===== src/design/nwsa_pkg.sv =====
// Shared types, constants and sigmoid table arithmetic for the neuron weighted sum block
`timescale 1ns / 1ps

package nwsa_pkg;

	// Default weight table depth
	localparam int MAX_INPUTS_DEF = 16;

	// Field widths
	localparam int SLOT_W  = 8;
	localparam int VALUE_W = 16;
	localparam int PROD_W  = 32;
	localparam int ACC_W   = 40;
	localparam int BIAS_W  = 32;
	localparam int ACT_W   = 17;

	// Item opcodes
	localparam logic OP_SAMPLE = 1'b0;
	localparam logic OP_LOAD   = 1'b1;

	// Configuration register indexes
	localparam int CFG_IDX_W = 1;
	localparam logic [CFG_IDX_W-1:0] REG_BIAS = 1'd0;
	localparam logic [CFG_IDX_W-1:0] REG_MODE = 1'd1;

	// Activation modes
	localparam logic MODE_STEP    = 1'b0;
	localparam logic MODE_SIGMOID = 1'b1;

	// Activation output levels
	localparam logic [ACT_W-1:0] ACT_ZERO = 17'd0;
	localparam logic [ACT_W-1:0] ACT_HALF = 17'd32768;
	localparam logic [ACT_W-1:0] ACT_ONE  = 17'd65536;

	// Sigmoid table: Q4.8 inputs over [-8, 8)
	localparam int SIG_HALF  = 2048;
	localparam int SIG_DEPTH = 2 * SIG_HALF;
	localparam int SIG_AW    = $clog2(SIG_DEPTH);

	// Result queue
	localparam int FIFO_DEPTH = 8;
	localparam int FIFO_AW    = $clog2(FIFO_DEPTH);

	// exp(-1/256) in Q63 from a truncated series
	localparam logic [63:0] SIG_ONE_Q63     = 64'h8000_0000_0000_0000;
	localparam logic [63:0] SIG_QUARTER_Q63 = 64'h4000_0000_0000_0000;
	localparam logic [63:0] SIG_T1  = SIG_ONE_Q63 / 64'd256;
	localparam logic [63:0] SIG_T2  = SIG_T1 / 64'd512;
	localparam logic [63:0] SIG_T3  = SIG_T2 / 64'd768;
	localparam logic [63:0] SIG_T4  = SIG_T3 / 64'd1024;
	localparam logic [63:0] SIG_T5  = SIG_T4 / 64'd1280;
	localparam logic [63:0] SIG_T6  = SIG_T5 / 64'd1536;
	localparam logic [63:0] SIG_T7  = SIG_T6 / 64'd1792;
	localparam logic [63:0] SIG_T8  = SIG_T7 / 64'd2048;
	localparam logic [63:0] SIG_T9  = SIG_T8 / 64'd2304;
	localparam logic [63:0] SIG_T10 = SIG_T9 / 64'd2560;
	localparam logic [63:0] SIG_T11 = SIG_T10 / 64'd2816;
	localparam logic [63:0] SIG_DECAY_Q63 = SIG_ONE_Q63 - SIG_T1 + SIG_T2 - SIG_T3 + SIG_T4
		- SIG_T5 + SIG_T6 - SIG_T7 + SIG_T8 - SIG_T9 + SIG_T10 - SIG_T11;

	// Per-sample control through the MAC stages
	typedef struct packed {
		logic valid;
		logic in_range;
		logic last;
		logic dropped;
	} sample_ctl_t;

	// Finished weighted sum handed to the activation stages
	typedef struct packed {
		logic                    valid;
		logic                    dropped;
		logic signed [ACC_W-1:0] sum;
	} sum_t;

	// One result item
	typedef struct packed {
		logic        [ACT_W-1:0] activation;
		logic signed [ACC_W-1:0] preactivation;
		logic                    overflow_flag;
	} result_t;

	// (a*b) / 2^63, rounded half up
	function automatic logic [63:0] mul_q63(input logic [63:0] a, input logic [63:0] b);
		logic [127:0] p;
		p = 128'(a) * 128'(b);
		p = p + (128'd1 << 62);
		return p[126:63];
	endfunction

	// round(65536 * num / den) by restoring shift-subtract, num < den
	function automatic logic [ACT_W-1:0] ratio_round(input logic [63:0] num,
		input logic [63:0] den);
		logic [63:0] r;
		logic [17:0] q;
		r = num;
		q = '0;
		for (int i = 0; i < 17; i++) begin
			r = r << 1;
			q = q << 1;
			if (r >= den) begin
				r = r - den;
				q[0] = 1'b1;
			end
		end
		return ACT_W'((q + 18'd1) >> 1);
	endfunction

endpackage


===== src/design/nwsa_weight_mac.sv =====
// Weight memory, sample position tracking and multiply-accumulate pipeline
`timescale 1ns / 1ps

module nwsa_weight_mac #(
	parameter int MAX_INPUTS = nwsa_pkg::MAX_INPUTS_DEF
) (
	input  logic                                 clk,
	input  logic                                 arst_n,
	input  logic                                 sample_take,
	input  logic                                 load_take,
	input  logic        [nwsa_pkg::SLOT_W-1:0]   slot,
	input  logic signed [nwsa_pkg::VALUE_W-1:0]  value,
	input  logic                                 last,
	output nwsa_pkg::sum_t                       sum
);

	localparam int AW = (MAX_INPUTS > 1) ? $clog2(MAX_INPUTS) : 1;
	localparam int PW = $clog2(MAX_INPUTS + 1);

	logic        [PW-1:0]                    pos_q;
	logic                                    drop_q;
	logic                                    in_range;
	logic                                    slot_ok;
	logic signed [nwsa_pkg::VALUE_W-1:0]     weight_mem_q [MAX_INPUTS];
	logic signed [nwsa_pkg::VALUE_W-1:0]     weight_s1;
	logic signed [nwsa_pkg::VALUE_W-1:0]     value_s1;
	nwsa_pkg::sample_ctl_t                   ctl_s1;
	logic signed [nwsa_pkg::PROD_W-1:0]      prod_s2;
	nwsa_pkg::sample_ctl_t                   ctl_s2;
	logic signed [nwsa_pkg::ACC_W-1:0]       acc_q;
	logic signed [nwsa_pkg::ACC_W-1:0]       acc_next;
	nwsa_pkg::sum_t                          sum_s3;

	assign in_range = pos_q < PW'(MAX_INPUTS);
	assign slot_ok  = {1'b0, slot} < 9'(MAX_INPUTS);

	// Sample position and drop mark, cleared by the last sample
	always_ff @(posedge clk or negedge arst_n) begin
		if (!arst_n) begin
			pos_q  <= '0;
			drop_q <= 1'b0;
		end else if (sample_take) begin
			if (last) begin
				pos_q  <= '0;
				drop_q <= 1'b0;
			end else if (in_range) begin
				pos_q <= pos_q + PW'(1);
			end else begin
				drop_q <= 1'b1;
			end
		end
	end

	// Weight memory: one write port for loads, one registered read for samples
	always_ff @(posedge clk) begin
		if (load_take && slot_ok) begin
			weight_mem_q[slot[AW-1:0]] <= value;
		end
		weight_s1 <= weight_mem_q[pos_q[AW-1:0]];
	end

	// Stage 1 control and sample value
	always_ff @(posedge clk or negedge arst_n) begin
		if (!arst_n) begin
			ctl_s1 <= '0;
		end else begin
			ctl_s1.valid    <= sample_take;
			ctl_s1.in_range <= in_range;
			ctl_s1.last     <= last;
			ctl_s1.dropped  <= drop_q | ~in_range;
		end
	end

	always_ff @(posedge clk) begin
		value_s1 <= value;
		prod_s2  <= value_s1 * weight_s1;
	end

	// Stage 2 control
	always_ff @(posedge clk or negedge arst_n) begin
		if (!arst_n) begin
			ctl_s2 <= '0;
		end else begin
			ctl_s2 <= ctl_s1;
		end
	end

	// Accumulate; dropped samples add nothing
	assign acc_next = acc_q + (ctl_s2.in_range
		? {{(nwsa_pkg::ACC_W - nwsa_pkg::PROD_W){prod_s2[nwsa_pkg::PROD_W-1]}}, prod_s2}
		: nwsa_pkg::ACC_W'(0));

	always_ff @(posedge clk or negedge arst_n) begin
		if (!arst_n) begin
			acc_q  <= '0;
			sum_s3 <= '0;
		end else begin
			if (ctl_s2.valid) begin
				if (ctl_s2.last) begin
					acc_q <= '0;
				end else begin
					acc_q <= acc_next;
				end
			end
			sum_s3.valid   <= ctl_s2.valid & ctl_s2.last;
			sum_s3.dropped <= ctl_s2.dropped;
			sum_s3.sum     <= acc_next;
		end
	end

	assign sum = sum_s3;

endmodule


===== config.mk =====
export PLATFORM = sky130hd
export DESIGN_NAME = nwsa_weight_mac
export DESIGN_NICKNAME = d
export VERILOG_FILES = /design/src/design/nwsa_pkg.sv /design/src/design/nwsa_weight_mac.sv
export SDC_FILE = /design/constraint.sdc
export NUM_CORES = 1
export LEC_CHECK = 0
export BUFFER_PORTS_ARGS = -buffer_cell sky130_fd_sc_hd__buf_2
export CORE_MARGIN = 3
export CORE_UTILIZATION = 40
export CTS_BUF_LIST = sky130_fd_sc_hd__clkbuf_8
export CTS_CLUSTER_SIZE = 14
export DETAILED_ROUTE_END_ITERATION = 16
export GPL_TIMING_DRIVEN = 0
export PLACE_DENSITY = 0.64
export SYNTH_ARGS = -nofsm -noshare
export SYNTH_HDL_FRONTEND = slang
export SYNTH_SLANG_ARGS = --single-unit

===== constraint.sdc =====
create_clock -name clk -period 15.23 [get_ports clk]
set_input_delay 0.7615 -clock clk [delete_from_list [all_inputs] [get_ports clk]]
set_output_delay 0.7615 -clock clk [all_outputs]
set_load 0.005 [all_outputs]

==> summary.md <==
| Metric | Value |
|---|---|
| Status | completed |
| Req. time, crit path | about 16 ns |
| CP max stage delay | 0.61 ns |
| Drt total wl | 59.8 mm |
| Crit path launch type | flop |
| Chip height | 261 um |
| Post-DR vias/cell | 5.12 |
| Post-cts resize count | 0 |
| Drt first pass iters | 5 |
| Layout cells sized above 1 | 0.129 |
| Clock tree sinks | 416 |
| Crit path top cell by count | fa_1 |
| Final hold vios | 0 |
| FP Rows | around 90 |
| Final #Nets | 2597 |
| Max Root-Sink Buffers | 3 |
| Crit. End Element | flop |
| Worst skew pair latency | 0.64 ns |
| DR iter-0 viols | 1027 |
| Origin of the critical flop-to-flop path | value_s1[7] |
| DRC errors left | 0 |
| Initial antenna violation count | 2 |
| Die ar. | between 60000 and 70000 um^2 |
| Placer Congestion | roughly 0.95 |
| RSZ-0062 raised after global routing | false |
| Initial Util | 0.408 |
| Most common cell after layout, fill and taps aside | inv_1 |
| Slew margin rel. | 0.243 |
| WP data arrival | 7.64 ns |
| Peak fanout along the critical path | 10 |
| Antenna diodes | 0 |
| Largest family of logic cells by synthesized area | adder cells |
| Post-DRT Antenna Nets | 0 |
| Root buf cell | clkbuf_8 |
| First-pass GRT wire length | 95.3 mm |
| CTS Hold Bufs | 0 |
| Crit path time final | 7.08 ns |
| Async SR Flop Fraction | 0.231 |
| Post-Synth XOR/XNOR Area | 0.0246 |
| P&R area growth vs syn | 11.9% |
| Post-Syn Area | 26000 um^2 |
| Syn avg cell area | 12.8 um^2 |
| Most frequent cells in the layout | inv_1, fa_1, edfxtp_1 |
| Wirelength per Cell | 19.4 um |
| Fmax | 141 MHz |
| Vias after detailed routing | 15.8k |
| Yosys cell types | 68 |
| Crit-path slowest cell | dfxtp_1 |
| Reg-to-reg critical path endpoint | prod_s2[31] |
| CTS buffer count | 67 |
| CORE AREA | 63800 um^2 |
| Setup TNS | 0 ns |
| Vias in the first global route | approximately 17k |
| Syn Nets | 2441 |
| Post-synthesis mux area share | 0.0704 |
| Worst min path class | primary input to async pin |
| Slew Viols, Final | 0 |
| Worst Tran Pin Value | 1.14 ns |
| Synth warnings | 0 |
| Largest net degree at the start of global routing | 74 |
| Gr ovfl total | 0 |
| FF+latch count, synth | between 400 and 500 |
| Final setup skew | 0.0381 ns |
| Period utilization | 0.465 |
| H-tree levels | 3 |
| CP cell instances | clkbuf_1 > nand2_1 > fa_1 > inv_1 > fa_1 > inv_1 > fa_1 > inv_1 > fa_1 > fa_1 > inv_1 > fa_1 > inv_1 > ha_1 > and3_1 > a221o_1 > a31o_2 > a211oi_2 > a21oi_1 > a221o_1 > a221o_1 > a21oi_1 > xnor2_1 |
| Top_reg_cell synth | edfxtp_1 |
| Reg-to-reg setup timing slack | between 8 and 9 ns |
| Post-Syn Instances | 2027 |
| Top Ports | roughly 70 |
| Sequential element share of the synthesized area | 0.437 |
| Number of synthesized flops with an enable pin | 256 |
| Post-CTS Setup Bufs | 0 |
| Crit path kind | flop to flop |
| Synth Area in Compound Gates | 0.0650 |
| Post-Synth Simple-Gate Area | 0.0864 |
| Dpl hpwl | approximately 46 mm |
| Final setup viols | 0 |
| CTS clock-pin slew for the worst setup and hold paths | 0.06 ns |
| FF-to-FF path depth | 23 |
| Total Routing Usage GR | 0.181 |
| Post-synthesis adder-cell area fraction | 0.261 |
| PortBufs | 70 |
| Die W | 261 um |
| Max-Cap Viols | 0 |
| TritonCTS clock tree | done |
[metal layers]
metal / global-route usage / vias to the layer above / share of wire / routed length (um)
li1: - / 7171 / - / -
met1: 0.238 / 8021 / 0.43 / 25800
met2: 0.304 / 458 / 0.48 / 28700
met3: 0.0336 / 126 / 0.055 / 3310
met4: 0.0627 / 4 / 0.032 / 1930
met5: 0 / - / 0.00033 / 20
[stage by stage]
step           worst slack [ns]  cell area [um^2]   util  cells  hold slack, ns
6_report                   8.15             29100  0.457   3080          0.0401
3_3_place_gp               8.19             27400  0.430   2943           0.336
4_1_cts                    8.16             29100  0.457   3080          0.0138
5_1_grt                    7.76             29100  0.457   3080          0.0321
2_1_floorplan              9.08             26000      -   2027           0.331
3_5_place_dp               8.14             27800  0.436   2960           0.337
[worst max-delay path: cells and delay by family, from the launching register on]
| family | cells | cell delay (ns) |
|---|---|---|
| AO/OA/AOI/OAI | 7 | 1.87 |
| adder cells (fa/ha/maj) | 7 | 3.30 |
| AND/OR/NAND/NOR | 2 | 0.37 |
| XOR/XNOR | 1 | 0.15 |
| buffers and inverters | 6 | 0.73 |
| flip-flops | 1 | 0.61 |
[synthesized netlist by cell type, types with 17 or more instances]
master / count / area, um^2
a211oi_1: 17 / 128
a21o_1: 30 / 225
a21oi_1: 50 / 250
a22o_1: 38 / 333
and2_1: 152 / 951
clkbuf_1: 62 / 233
dfrtp_1: 96 / 2400
dfxtp_1: 64 / 1280
edfxtp_1: 256 / 7690
fa_1: 263 / 5270
ha_1: 122 / 1530
inv_1: 315 / 1180
mux4_2: 80 / 1800
nand2_1: 152 / 571
nor2_1: 56 / 210
o21ai_0: 33 / 165
xnor2_1: 57 / 499
[layout make-up]
type	count	area (um^2)
Buffer	71	267
Clock buffer	73	1000
Clock inverter	47	307
Fill cell	5771	34700
Inverter	316	1190
Multi-Input combinational cell	1224	13300
Sequential cell	416	11400
Tap cell	846	1060
Timing Repair Buffer	87	671
[kinds of logic after synthesis]
kind of cell / Yosys count
buffers and inverters: 387
and+or+nand+nor: 445
xor gates and xnor gates: 73
adders and majority gates: 385
DFF: 416
muxes: 83
AOI/OAI and AO/OA: 238
[how the worst max path moves through the flow]
stage,startpoint,to,slack [ns],depth (start not counted)
2_1_floorplan,weight_s1[7],prod_s2[31],9.08,23
3_3_place_gp,value_s1[9],prod_s2[31],8.19,21
3_5_place_dp,value_s1[9],prod_s2[31],8.14,21
4_1_cts,value_s1[7],prod_s2[31],8.16,23
5_1_grt,value_s1[9],prod_s2[28],7.76,20
6_report,value_s1[7],prod_s2[31],8.15,23
[sequential cells by signal (all words and copies together), names as in the netlist]
| signal | cells |
|---|---|
| pos_q | 5 |
| ctl_s1 | 4 |
| sum | 42 |
| acc_q | 40 |
| drop_q | 1 |
| value_s1 | 16 |
| weight_mem_q | 256 |
| weight_s1 | 16 |
| prod_s2 | 32 |
| ctl_s2 | 4 |
Power is not shown: default switching activity piles up to over one toggle a cycle in this logic, so the estimate is an artifact.
