$ cat src/design/nwsa_pkg.sv
// Shared types, constants and sigmoid table arithmetic for the neuron weighted sum block
`timescale 1ns / 1ps

package nwsa_pkg;

	// Default weight table depth
	localparam int MAX_INPUTS_DEF = 16;

	// Field widths
	localparam int SLOT_W  = 8;
	localparam int VALUE_W = 16;
	localparam int PROD_W  = 32;
	localparam int ACC_W   = 40;
	localparam int BIAS_W  = 32;
	localparam int ACT_W   = 17;

	// Item opcodes
	localparam logic OP_SAMPLE = 1'b0;
	localparam logic OP_LOAD   = 1'b1;

	// Configuration register indexes
	localparam int CFG_IDX_W = 1;
	localparam logic [CFG_IDX_W-1:0] REG_BIAS = 1'd0;
	localparam logic [CFG_IDX_W-1:0] REG_MODE = 1'd1;

	// Activation modes
	localparam logic MODE_STEP    = 1'b0;
	localparam logic MODE_SIGMOID = 1'b1;

	// Activation output levels
	localparam logic [ACT_W-1:0] ACT_ZERO = 17'd0;
	localparam logic [ACT_W-1:0] ACT_HALF = 17'd32768;
	localparam logic [ACT_W-1:0] ACT_ONE  = 17'd65536;

	// Sigmoid table: Q4.8 inputs over [-8, 8)
	localparam int SIG_HALF  = 2048;
	localparam int SIG_DEPTH = 2 * SIG_HALF;
	localparam int SIG_AW    = $clog2(SIG_DEPTH);

	// Result queue
	localparam int FIFO_DEPTH = 8;
	localparam int FIFO_AW    = $clog2(FIFO_DEPTH);

	// exp(-1/256) in Q63 from a truncated series
	localparam logic [63:0] SIG_ONE_Q63     = 64'h8000_0000_0000_0000;
	localparam logic [63:0] SIG_QUARTER_Q63 = 64'h4000_0000_0000_0000;
	localparam logic [63:0] SIG_T1  = SIG_ONE_Q63 / 64'd256;
	localparam logic [63:0] SIG_T2  = SIG_T1 / 64'd512;
	localparam logic [63:0] SIG_T3  = SIG_T2 / 64'd768;
	localparam logic [63:0] SIG_T4  = SIG_T3 / 64'd1024;
	localparam logic [63:0] SIG_T5  = SIG_T4 / 64'd1280;
	localparam logic [63:0] SIG_T6  = SIG_T5 / 64'd1536;
	localparam logic [63:0] SIG_T7  = SIG_T6 / 64'd1792;
	localparam logic [63:0] SIG_T8  = SIG_T7 / 64'd2048;
	localparam logic [63:0] SIG_T9  = SIG_T8 / 64'd2304;
	localparam logic [63:0] SIG_T10 = SIG_T9 / 64'd2560;
	localparam logic [63:0] SIG_T11 = SIG_T10 / 64'd2816;
	localparam logic [63:0] SIG_DECAY_Q63 = SIG_ONE_Q63 - SIG_T1 + SIG_T2 - SIG_T3 + SIG_T4
		- SIG_T5 + SIG_T6 - SIG_T7 + SIG_T8 - SIG_T9 + SIG_T10 - SIG_T11;

	// Per-sample control through the MAC stages
	typedef struct packed {
		logic valid;
		logic in_range;
		logic last;
		logic dropped;
	} sample_ctl_t;

	// Finished weighted sum handed to the activation stages
	typedef struct packed {
		logic                    valid;
		logic                    dropped;
		logic signed [ACC_W-1:0] sum;
	} sum_t;

	// One result item
	typedef struct packed {
		logic        [ACT_W-1:0] activation;
		logic signed [ACC_W-1:0] preactivation;
		logic                    overflow_flag;
	} result_t;

	// (a*b) / 2^63, rounded half up
	function automatic logic [63:0] mul_q63(input logic [63:0] a, input logic [63:0] b);
		logic [127:0] p;
		p = 128'(a) * 128'(b);
		p = p + (128'd1 << 62);
		return p[126:63];
	endfunction

	// round(65536 * num / den) by restoring shift-subtract, num < den
	function automatic logic [ACT_W-1:0] ratio_round(input logic [63:0] num,
		input logic [63:0] den);
		logic [63:0] r;
		logic [17:0] q;
		r = num;
		q = '0;
		for (int i = 0; i < 17; i++) begin
			r = r << 1;
			q = q << 1;
			if (r >= den) begin
				r = r - den;
				q[0] = 1'b1;
			end
		end
		return ACT_W'((q + 18'd1) >> 1);
	endfunction

endpackage

$ cat src/design/nwsa_result_fifo.sv
// Result queue with credit count covering results still in the pipeline
`timescale 1ns / 1ps

module nwsa_result_fifo (
	input  logic                                 clk,
	input  logic                                 arst_n,
	input  logic                                 reserve,
	input  logic                                 wr_en,
	input  nwsa_pkg::result_t                    wr_data,
	input  logic                                 out_ready,
	output logic                                 out_valid,
	output nwsa_pkg::result_t                    out_data,
	output logic                                 space,
	output logic [nwsa_pkg::FIFO_AW:0]           fill
);

	localparam int CW = nwsa_pkg::FIFO_AW + 1;

	nwsa_pkg::result_t                  fifo_mem_q [nwsa_pkg::FIFO_DEPTH];
	logic [nwsa_pkg::FIFO_AW-1:0]       wr_ptr_q;
	logic [nwsa_pkg::FIFO_AW-1:0]       rd_ptr_q;
	logic [CW-1:0]                      fill_q;
	logic [CW-1:0]                      credit_q;
	logic                               pop;

	assign out_valid = fill_q != '0;
	assign pop       = out_valid & out_ready;
	assign out_data  = fifo_mem_q[rd_ptr_q];
	assign space     = credit_q < CW'(nwsa_pkg::FIFO_DEPTH);
	assign fill      = fill_q;

	// Storage
	always_ff @(posedge clk) begin
		if (wr_en) begin
			fifo_mem_q[wr_ptr_q] <= wr_data;
		end
	end

	// Pointers, fill level and credits
	always_ff @(posedge clk or negedge arst_n) begin
		if (!arst_n) begin
			wr_ptr_q <= '0;
			rd_ptr_q <= '0;
			fill_q   <= '0;
			credit_q <= '0;
		end else begin
			if (wr_en) begin
				wr_ptr_q <= wr_ptr_q + nwsa_pkg::FIFO_AW'(1);
			end
			if (pop) begin
				rd_ptr_q <= rd_ptr_q + nwsa_pkg::FIFO_AW'(1);
			end
			fill_q   <= fill_q + CW'(wr_en) - CW'(pop);
			credit_q <= credit_q + CW'(reserve) - CW'(pop);
		end
	end

endmodule

$ cat config.mk
export PLATFORM = sky130hd
export DESIGN_NAME = nwsa_result_fifo
export DESIGN_NICKNAME = d
export VERILOG_FILES = /design/src/design/nwsa_pkg.sv /design/src/design/nwsa_result_fifo.sv
export SDC_FILE = /design/constraint.sdc
export NUM_CORES = 1
export LEC_CHECK = 0
export BUFFER_PORTS_ARGS = -buffer_cell sky130_fd_sc_hd__buf_4
export CAP_MARGIN = 10
export CORE_ASPECT_RATIO = 0.5
export CORE_MARGIN = 5
export CORE_UTILIZATION = 55
export DETAILED_ROUTE_END_ITERATION = 8
export MAX_ROUTING_LAYER = met4
export PLACE_DENSITY_LB_ADDON = 0.15
export SYNTH_ARGS = -nofsm -noshare
export SYNTH_HDL_FRONTEND = slang
export SYNTH_SLANG_ARGS = --single-unit
$ cat constraint.sdc
create_clock -name clk -period 6.8 [get_ports clk]
set_clock_uncertainty 0.05 [all_clocks]
set_input_delay 1.02 -clock clk [delete_from_list [all_inputs] [get_ports clk]]
set_output_delay 1.02 -clock clk [all_outputs]
set_load 0.01 [all_outputs]
==> summary.txt, run 1 <==
Finish
  – Layout area overhead: 15.3%
  – Finished Layout Cells: 1,359
  – Finished Cell Area: 0.0209 mm²
  – Most common cell after layout, fill and taps aside: edfxtp_1
  – Layout cell share with drive strength beyond 1: 0.420
  – Post-layout util: 0.638
  – FILL cells: between 2,000 and 2,500
  – Diode count: 0
  – Final #Nets: between 900 and 1,000
  – Commonest cells after routing, fill and taps aside: edfxtp_1 (464), buf_4 (137), mux4_2 (116), mux2_2 (60), clkbuf_16 (41)

Detailed routing
  – DRT Wirelength: 33,300 µm
  – Vias: 7,830
  – WL per Instance: approximately 24 µm
  – Routed vias/inst: 5.76
  – Initial drt markers: roughly 540
  – Remaining DRCs: 0
  – 1st-pass router iterations: 5
  – DRT antenna net count: 0

Floorplan
  – Cell row count: 47
  – Die Span X: roughly 270 µm
  – Die H: 138 µm
  – Core box area: about 0.033 mm²
  – Die footprint: 0.0370 mm²
  – Starting Density: 0.553
  – Io pins: about 130

Logic synthesis
  – Mux share of post-synthesis cell area: 0.182
  – EDFF count, synth: about 460
  – Post-synthesis xor/xnor area fraction: 0.00482
  – Post-synth top flop: edfxtp_1
  – Post-synthesis sequential area ratio: 0.786
  – Avg Cell Area, Syn: approximately 25 µm²
  – Largest family of logic cells by synthesized area: multiplexers
  – Synth Register Bits: between 400 and 500
  – Post-synthesis cell type count: 24
  – Top post-synthesis cells by area: edfxtp_1 (77%), mux4_2 (14%), mux2_2 (3.7%), dfrtp_1 (1.9%), ha_1 (0.62%)
  – Post-Synthesis Cell Area: 0.0182 mm²
  – Adder-cell share of the synthesized area: 0.00841
  – Mapped Nets: between 800 and 900
  – Compound-cell area share of the yosys netlist: 0.00138
  – Yosys warnings: 0
  – Synth Instances: 741
  – Asr flop ratio synth: 0.0293
  – Simple-gate share of the synthesized area: 0.00530
  – Yosys top cell area share: 0.767
  – Cell taking the most area after synthesis: edfxtp_1

GRT
  – First-pass GRT wire length: between 50,000 and 60,000 µm
  – Largest net degree at the start of global routing: 75
  – Antenna violations before repair: 0
  – All-Layer GR Usage: 0.189
  – Vias in the first global route: between 8,000 and 9,000
  – Total grt overflow: 0

Clock tree
  – Root buffer cell: clkbuf_16
  – Clock transition at the registers of the reported paths: approximately 0.070 ns
  – CTS tree: done
  – PostCTS Resize Cnt: 0
  – Sink Count: around 480
  – CTS Buf Count: a little over 40
  – # Post-CTS Setup Buffers: 0
  – Skew-Pair Late Insertion Delay: ~0.53 ns
  – Hold_buf cts: 0
  – Max H-tree Level: 2
  – CTS Buffer Depth: 3

Critical path
  – Crit-path cells: buf_12, mux4_2, mux2_2, buf_4
  – R2r endpoint: fifo_mem_q[6][42]
  – CP top delay family: flip-flops
  – R2R Setup Slk: just over 4 ns
  – Crit path DAT: 3.28 ns
  – Slowest cell delay on critical path: between 1 and 1.5 ns
  – FF-to-FF Start: wr_ptr_q[0]
  – WP data required: between 5 and 6 ns
  – Crit path max fanout: 74
  – Slowest cell on the critical path: dfrtp_4
  – Kind of critical path: reg -> out
  – Buf/Inv on CP: 2
  – Crit. End Element: output port
  – Critical Path Start Type: register
  – R2R cell count: 3

Place
  – Cells after DPL: roughly 1,300
  – Final HPWL DP: around 17,000 µm
  – Port bufs: around 130
  – DP Area: 0.0196 mm²
  – Worst slack, placed: between 2 and 3 ns
  – Gp weighted congestion: ~0.71

Pwr
  – Sw Ratio: 0.280
  – Leak pwr: slightly below 7 nW
  – Power share of the combinational group: 0.293
  – Flop pwr share: 0.454
  – Clock Power Share: 0.254
  – Internal: ~6.5 mW
  – PD cells: approximately 430 mW/mm²
  – Sw Pwr: around 2.5 mW
  – Peak supply drop: roughly 0.23 mV
  – Total Power Consumption: 9.01 mW

Worst hold path
  – Hold WC Path Type: in -> async

Timing
  – Max Clk Rate: approximately 230 MHz
  – Unrepaired setup endpoints after global routing: false
  – Final hold vios: 0
  – Worst-Margin Slew: 1.12 ns
  – Minimum clock period: between 4 and 5 ns
  – Part of the cycle the worst path needs: 0.640
  – Max_slew headroom: 0.252
  – Final setup margin: 2.45 ns
  – Max-slew violations: 0
  – Setup TNS: 0 ns
  – Worst Hold Slack: 0.272 ns
  – Setup violations, final: 0

Flow run
  – Max-Cap Viols: 0

Outcome
  – Status: finished clean
cell usage after synthesis (2+ instances only):
master    count
ha_1          9
mux2_2       60
a21oi_1       2
nand2_1       4
buf_6         4
fa_1          2
or2_2         2
mux4_2      116
a21o_1        2
dfrtp_1      14
xnor2_1       7
buf_1         2
edfxtp_1    464
buf_2        14
nand2b_1      3
xor2_1        3
nor2_1        7
nor3_1        2
clkbuf_1     12
inv_1         8
power groups by stage:
stage / Combinational, mW / Clock (mW) / Sequential [mW]
5_1_grt: 2.83 / 2.47 / 4.15
3_5_place_dp: 2.69 / 0 / 4.17
3_3_place_gp: 2.66 / 0 / 4.14
6_report: 2.64 / 2.28 / 4.09
2_1_floorplan: 1.94 / 0 / 3.89
4_1_cts: 2.71 / 2.33 / 4.11
flip-flops by register name, summed over array words and instances, names as in the netlist:
name,cells
credit_q,4
rd_ptr_q,3
fifo_mem_q,464
fill,4
wr_ptr_q,3
worst max path at each step:
stage                     start                to  slack, ns  cells past startpoint
global placement    rd_ptr_q[2]      out_data[21]       2.93                      4
finish              rd_ptr_q[0]      out_data[21]       2.45                      4
floorplan                 wr_en  fifo_mem_q[0][0]       1.14                      2
global route        rd_ptr_q[0]      out_data[21]       2.17                      4
CTS                 rd_ptr_q[0]      out_data[21]       2.34                      4
detailed placement  rd_ptr_q[2]      out_data[21]       2.92                      4
metal layers:
metal / share of wire / track usage
met1: 0.41 / 0.252
met2: 0.53 / 0.316
met3: 0.044 / 0.0316
met4: 0.014 / 0.0382
met5: 0 / -
area by class of cell:
type | count | area [µm²] | share of cell area
Clock inverter | 29 | 264 | 0.0126
Tap cell | 441 | 552 | 0.0264
Sequential cell | 478 | 14300 | 0.683
Inverter | 8 | 30.0 | 0.00143
Multi-Input combinational cell | 222 | 3710 | 0.177
Clock buffer | 43 | 1030 | 0.0494
Timing Repair Buffer | 138 | 1050 | 0.0501
worst register-to-register path, delay by kind of cell, from the launching register on:
kind	cells	cell delay, ns
DFF	1	0.47
buffers and inverters	1	0.64
and+or+nand+nor	2	1.11
kinds of logic (layout without fill, tap and decap cells):
group,count (synthesis),after routing
buffers and inverters,41,218
AOI/OAI and AO/OA,4,4
adders and majority gates,11,11
DFF,478,478
xor gates and xnor gates,10,10
muxes,177,177
and+or+nand+nor,20,20
(Power assumes the default switching activity.)
==> run 2: changes to the inputs <==
--- a/config.mk
+++ b/config.mk
@@ -9,7 +9,7 @@
 export CAP_MARGIN = 10
 export CORE_ASPECT_RATIO = 0.5
 export CORE_MARGIN = 5
-export CORE_UTILIZATION = 55
+export CORE_UTILIZATION = 54
 export DETAILED_ROUTE_END_ITERATION = 8
 export MAX_ROUTING_LAYER = met4
 export PLACE_DENSITY_LB_ADDON = 0.15
==> constraint.sdc (replaced) <==
create_clock -name clk -period 3.6 [get_ports clk]
set_clock_uncertainty 0.05 [all_clocks]
set_input_delay 0.54 -clock clk [delete_from_list [all_inputs] [get_ports clk]]
set_output_delay 0.54 -clock clk [all_outputs]
set_load 0.01 [all_outputs]
==> run 2 against run 1 <==
Register-to-register slack got worse by 3.0 ns. Utilization fell by 0.23 points. Non-clock buffer count is 13 higher. Clock power rose by 80%. Hold slack lost 0.099 ns. Worst setup slack got worse by 2.0 ns. Clock-buffer cell count up 14. Largest power group unchanged.
==> summary.txt, run 2 (same netlist as run 1, synthesis figures left out) <==
Detailed routing
  – Routed vias/inst: 5.69 (was 5.76)
  – 1st-pass router iterations: 4 (was 5)
  – Initial drt markers: 541 (was 543)
  – WL per Instance: 24.5 µm (about the same)
  – DRT antenna net count: 0 (unchanged)
  – DRT Wirelength: 33,600 µm (was 33,300 µm)
  – Vias: 7,817 (was 7,830)
  – Remaining DRCs: 0 (unchanged)

GRT
  – Antenna violations before repair: 0 (unchanged)
  – Vias in the first global route: 8,522 (was 8,568)
  – Largest net degree at the start of global routing: 62 (was 75)
  – All-Layer GR Usage: 0.188 (was 0.189)
  – Total grt overflow: 0 (unchanged)
  – First-pass GRT wire length: 52,200 µm (was 51,400 µm)

Place
  – Worst slack, placed: 1.04 ns (was 2.92 ns)
  – Final HPWL DP: 18,100 µm (was 17,200 µm)
  – Gp weighted congestion: 0.728 (was 0.713)
  – Port bufs: 126 (unchanged)
  – DP Area: 0.0198 mm² (was 0.0196 mm²)

Critical path
  – Buf/Inv on CP: 2 (unchanged)
  – CP top delay family: flip-flops (unchanged)
  – R2R Setup Slk: 1.12 ns (was 4.15 ns)
  – Crit path DAT: 2.51 ns (was 3.28 ns)
  – Most numerous cell on the critical path: buf_4
  – Slowest cell on the critical path: dfrtp_4 (unchanged)
  – Crit. End Element: output port (unchanged)
  – Crit-path cells: buf_4, mux4_2, mux2_2, buf_4 (was buf_12, mux4_2, mux2_2, buf_4)
  – Critical Path Start Type: register (unchanged)
  – WP data required: 3.01 ns (was 5.73 ns)
  – Crit path max fanout: 37 (was 74)
  – Slowest cell delay on critical path: 0.82 ns (was 1.05 ns)
  – Kind of critical path: reg -> out (unchanged)

Floorplan
  – Core box area: 0.0331 mm² (was 0.0328 mm²)
  – Die Span X: 269 µm (was 267 µm)
  – Die footprint: 0.0376 mm² (was 0.0370 mm²)
  – Cell row count: 47 (unchanged)
  – Starting Density: 0.549 (was 0.553)
  – Die H: 140 µm (was 138 µm)
  – Io pins: 127 (unchanged)

Clock tree
  – Clock transition at the registers of the reported paths: 0.07 ns (about the same)
  – Sink Count: 478 (unchanged)
  – Max H-tree Level: 2 (unchanged)
  – CTS Buf Count: 41 (unchanged)
  – Root buffer cell: clkbuf_16 (unchanged)
  – Skew-Pair Late Insertion Delay: 0.54 ns (was 0.53 ns)
  – CTS Buffer Depth: 3 (unchanged)
  – CTS tree: done (unchanged)

Finish
  – Max FFs per register: 464 (unchanged)
  – Most common cell after layout, fill and taps aside: edfxtp_1 (unchanged)
  – Finished Cell Area: 0.0210 mm² (was 0.0209 mm²)
  – Layout area overhead: 15.9% (was 15.3%)
  – Largest reg by FF count: fifo_mem_q (unchanged)
  – FILL cells: 2,230 (was 2,196)
  – Layout cell share with drive strength beyond 1: 0.423 (was 0.420)
  – Final #Nets: 976 (was 963)
  – Commonest cells after routing, fill and taps aside: edfxtp_1 (464), buf_4 (144), mux4_2 (116), mux2_2 (60), clkbuf_16 (43) (was edfxtp_1 (464), buf_4 (137), mux4_2 (116), mux2_2 (60), clkbuf_16 (41))
  – Diode count: 0 (unchanged)

Pwr
  – Leak pwr: 6.94 nW (was 6.87 nW)
  – PD cells: 804 mW/mm² (was 430 mW/mm²)
  – Peak supply drop: 0.436 mV (was 0.229 mV)

Timing
  – Setup violations, final: 0 (unchanged)
  – Max Clk Rate: approximately 320 MHz
  – Final setup margin: 0.497 ns (was 2.45 ns)
  – Final hold vios: 0 (unchanged)
  – Minimum clock period: roughly 3.1 ns
  – Max_slew headroom: 0.511 (was 0.252)
  – Part of the cycle the worst path needs: 0.862
  – Unrepaired setup endpoints after global routing: false (unchanged)
  – Worst-Margin Slew: 0.733 ns (was 1.12 ns)
  – Max-slew violations: 0 (unchanged)

Flow run
  – Max-Cap Viols: 0 (unchanged)

Outcome
  – Status: finished clean (unchanged)

Worst hold path
  – Hold WC Path Type: in -> reg (was in -> async)
run 2: changes by cell type in the layout (fill, tap and decap cells not counted), sizes merged:
cell	change
clkbuf	+14
buf	+12
clkinv	-7
bufinv	-5
clkinvlp	-2
dlygate4sd3	+1
inv	+1
run 2: final cells by class:
class | count | area (µm²) | share of cell area
multi-input combinational | 222 | 3730 | 0.177
clock inverter | 16 | 73.8 | 0.00351
timing repair buffer | 151 | 1210 | 0.0575
tap | 441 | 552 | 0.0262
sequential | 478 | 14300 | 0.679
clock buffer | 57 | 1160 | 0.0550
inverter | 8 | 30.0 | 0.00143
run 2: where the power goes:
part	switching [mW]	leakage [nW]	internal (mW)	total [mW]
clock	1.85	0.609	2.25	4.10
combinational	2.55	1.95	2.88	5.43
sequential	0.385	4.38	7.01	7.40
total	4.79	6.94	12.1	16.9
run 2: final timing paths:
check / startpoint / end / cells past startpoint
worst max-delay path: rd_ptr_q[2] / out_data[42] / 4
min in group asynchronous: arst_n / rd_ptr_q[0] / 2
worst min-delay path: wr_data[18] / fifo_mem_q[1][18] / 1
worst min register to register: wr_ptr_q[1] / wr_ptr_q[1] / 1
max in group asynchronous: arst_n / rd_ptr_q[2] / 2
worst max register to register: fill[2] / credit_q[2] / 9
run 2: routing by layer:
layer	GRT usage	up-vias	wire [µm]
met5	-	-	0
met4	0.0371	0	415
li1	-	3453	-
met2	0.313	139	17500
met3	0.0310	38	1310
met1	0.252	4187	14400
run 2: repair_timing:
item                                   4_1_cts  5_1_grt
resized for setup                            0        0
hold buffers                                 1        0
endpoints found under the hold margin       14        0
buffers inserted                             0        0
run 2: through the flow:
stage | total power [mW] | utilization | TNS [ns] | cells | hold slack (ns)
detailed placement | 13.1 | 0.598 | 0 | 1299 | 0.353
global route | 17.8 | 0.636 | 0 | 1373 | 0.154
finish | 16.9 | 0.636 | 0 | 1373 | 0.173
floorplan | 11.0 | - | -5.28 | 741 | 0.194
global placement | 13.0 | 0.598 | 0 | 1299 | 0.348
CTS | 17.2 | 0.636 | 0 | 1373 | 0.148
==> run 3: changes to the inputs <==
--- a/config.mk
+++ b/config.mk
@@ -12,7 +12,8 @@
 export CORE_UTILIZATION = 54
 export DETAILED_ROUTE_END_ITERATION = 8
 export MAX_ROUTING_LAYER = met4
-export PLACE_DENSITY_LB_ADDON = 0.15
+export PLACE_DENSITY = 0.79
+export SLEW_MARGIN = 20
 export SYNTH_ARGS = -nofsm -noshare
 export SYNTH_HDL_FRONTEND = slang
 export SYNTH_SLANG_ARGS = --single-unit
==> run 3 against run 2 <==
Non-clock buffer count up 1. Final area up 0.91%. Register-to-register slack about the same. First-iteration DRC count is 55% higher. Utilization rose by 0.58 points. Highest routed layer unchanged.
==> summary.txt, run 3 (same netlist as run 1, synthesis figures left out) <==
Clock tree
  – Skew-Pair Late Insertion Delay: 0.54 ns (about the same)
  – Root buffer cell: clkbuf_16 (unchanged)
  – Clock transition at the registers of the reported paths: 0.06 ns (was 0.07 ns)
  – Sink Count: 478 (unchanged)
  – Max H-tree Level: 2 (unchanged)
  – CTS Buf Count: 42 (was 41)
  – PostCTS Resize Cnt: 0 (unchanged)
  – CTS tree: done (unchanged)
  – CTS Buffer Depth: 3 (unchanged)

Floorplan
  – Die Span X: 269 µm (unchanged)
  – Cell row count: 47 (unchanged)
  – Die H: 140 µm (unchanged)
  – Starting Density: 0.549 (unchanged)
  – Core box area: 0.0331 mm² (unchanged)
  – Die footprint: 0.0376 mm² (unchanged)
  – Io pins: 127 (unchanged)

Pwr
  – Power share of the combinational group: 0.317 (was 0.321)
  – PD cells: 819 mW/mm² (was 804 mW/mm²)
  – Flop pwr share: 0.429 (was 0.437)
  – Leak pwr: 7.01 nW (was 6.94 nW)
  – Sw Pwr: 4.88 mW (was 4.79 mW)
  – Sw Ratio: 0.281 (was 0.283)
  – Peak supply drop: 0.460 mV (was 0.436 mV)
  – Clock Power Share: 0.254 (was 0.242)
  – Internal: 12.5 mW (was 12.1 mW)

Timing
  – Worst Hold Slack: 0.175 ns (was 0.173 ns)
  – Max-slew violations: 0 (unchanged)
  – Max_slew headroom: 0.453 (was 0.511)
  – Max Clk Rate: 308 MHz (was 322 MHz)
  – Minimum clock period: 3.24 ns (was 3.10 ns)
  – Worst-Margin Slew: 0.818 ns (was 0.733 ns)
  – Unrepaired setup endpoints after global routing: false (unchanged)
  – Setup violations, final: 0 (unchanged)
  – Final hold vios: 0 (unchanged)
  – Part of the cycle the worst path needs: 0.901 (was 0.862)

Critical path
  – Slowest cell on the critical path: dfrtp_4 (unchanged)
  – Buf/Inv on CP: 2 (unchanged)
  – Crit-path cells: buf_4, mux4_2, mux2_2, buf_4 (unchanged)
  – Crit. End Element: output port (unchanged)
  – Critical Path Start Type: register (unchanged)
  – Crit path DAT: 2.65 ns (was 2.51 ns)
  – WP data required: 3.01 ns (about the same)
  – Slowest cell delay on critical path: 0.90 ns (was 0.82 ns)
  – Kind of critical path: reg -> out (unchanged)
  – Most numerous cell on the critical path: buf_4 (unchanged)
  – R2R cell count: 8 (was 9)
  – Levels on crit path: 4 (unchanged)
  – CP top delay family: flip-flops (unchanged)
  – Crit path max fanout: 44 (was 37)

Detailed routing
  – DRT antenna net count: 0 (unchanged)
  – 1st-pass router iterations: 5 (was 4)
  – Remaining DRCs: 0 (unchanged)
  – DRT Wirelength: 34,500 µm (was 33,600 µm)
  – WL per Instance: 25.0 µm (was 24.5 µm)
  – Initial drt markers: 836 (was 541)
  – Routed vias/inst: 5.84 (was 5.69)
  – Vias: 8,048 (was 7,817)

Worst hold path
  – Hold WC Path Type: in -> reg (unchanged)
  – WHS Path Cells: 2 (was 1)

Place
  – Port bufs: 126 (unchanged)
  – DP Area: 0.0199 mm² (was 0.0198 mm²)
  – Gp weighted congestion: 0.743 (was 0.728)
  – Final HPWL DP: 18,900 µm (was 18,100 µm)

GRT
  – Antenna violations before repair: 0 (unchanged)
  – Vias in the first global route: 8,804 (was 8,522)
  – Total grt overflow: 0 (unchanged)
  – All-Layer GR Usage: 0.193 (was 0.188)
  – Largest net degree at the start of global routing: 55 (was 62)
  – First-pass GRT wire length: 53,500 µm (was 52,200 µm)

Finish
  – Layout cell share with drive strength beyond 1: 0.425 (was 0.423)
  – Most common cell after layout, fill and taps aside: edfxtp_1 (unchanged)
  – Final #Nets: 978 (was 976)
  – Max FFs per register: 464 (unchanged)
  – Layout area overhead: 16.9% (was 15.9%)
  – Commonest cells after routing, fill and taps aside: edfxtp_1 (464), buf_4 (141), mux4_2 (116), mux2_2 (60), clkbuf_16 (45) (was edfxtp_1 (464), buf_4 (144), mux4_2 (116), mux2_2 (60), clkbuf_16 (43))
  – Finished Cell Area: 0.0212 mm² (was 0.0210 mm²)
  – Largest reg by FF count: fifo_mem_q (unchanged)

Flow run
  – Max-Cap Viols: 0 (unchanged)

Outcome
  – Status: finished clean (unchanged)
## run 3: cell types whose count changed in the layout (fill, tap and decap cells not counted), sizes merged
cell      change
bufinv        +4
clkbuf        -4
clkinv        +3
clkinvlp      +2
buf           +1
diode         +1
inv           -1
## run 3: worst paths after layout
check                            startpoint           end  slack [ns]
worst min register to register  wr_ptr_q[1]   wr_ptr_q[1]        0.54
min in group asynchronous            arst_n   wr_ptr_q[2]        0.35
worst max register to register      fill[2]       fill[2]        1.11
worst max-delay path            rd_ptr_q[2]  out_data[21]        0.36
worst min-delay path                reserve   credit_q[0]        0.17
max in group asynchronous            arst_n   rd_ptr_q[2]        2.96
## run 3: per-stage QoR
step	setup WS, ns	setup TNS, ns	instances	utilization	power (mW)
floorplan	-0.0205	-5.28	741	-	11.0
global placement	0.965	0	1300	0.600	13.0
detailed placement	0.920	0	1300	0.600	13.2
CTS	0.306	0	1378	0.641	17.6
global route	0.253	0	1378	0.641	18.2
finish	0.357	0	1379	0.642	17.4
## run 3: power by group through the flow
stage,Combinational [mW],Sequential (mW),Clock [mW]
after global placement,5.49,7.51,0
after floorplan,3.66,7.33,0
after CTS,5.65,7.48,4.51
final,5.50,7.46,4.42
after global routing,5.89,7.54,4.75
after detailed placement,5.58,7.58,0
## run 3: cell type report
cell class | instances | area, µm²
flip-flops and latches | 478 | 14300
clock buffers | 53 | 1160
inverters | 8 | 30.0
repair buffers | 152 | 1270
well taps | 441 | 552
fillers | 2069 | 11900
multi-input cells | 222 | 3730
diodes | 1 | 2.50
clock inverters | 24 | 210
## run 3: worst reg2reg max path, stage by stage, from the launching register on
cell and delay [ns]:
dfrtp_1 0.40, inv_1 0.09, ha_1 0.14, or3b_2 0.48
nand2_1 0.25, mux2i_1 0.13, ha_1 0.24, fa_1 0.42
xor2_1 0.18
## run 3: repair_timing
item | in CTS | in global routing
buffers inserted | 0 | 0
endpoints found under the hold margin | 14 | 0
hold buffers | 1 | 0
endpoints found under the setup margin | 0 | 0
## run 3: layer usage
metal / track usage / vias up / wire, µm
met5: - / - / 0
met4: 0.0455 / 0 / 551
met3: 0.0325 / 44 / 1820
met2: 0.340 / 261 / 18800
met1: 0.239 / 4271 / 13400
li1: - / 3472 / -
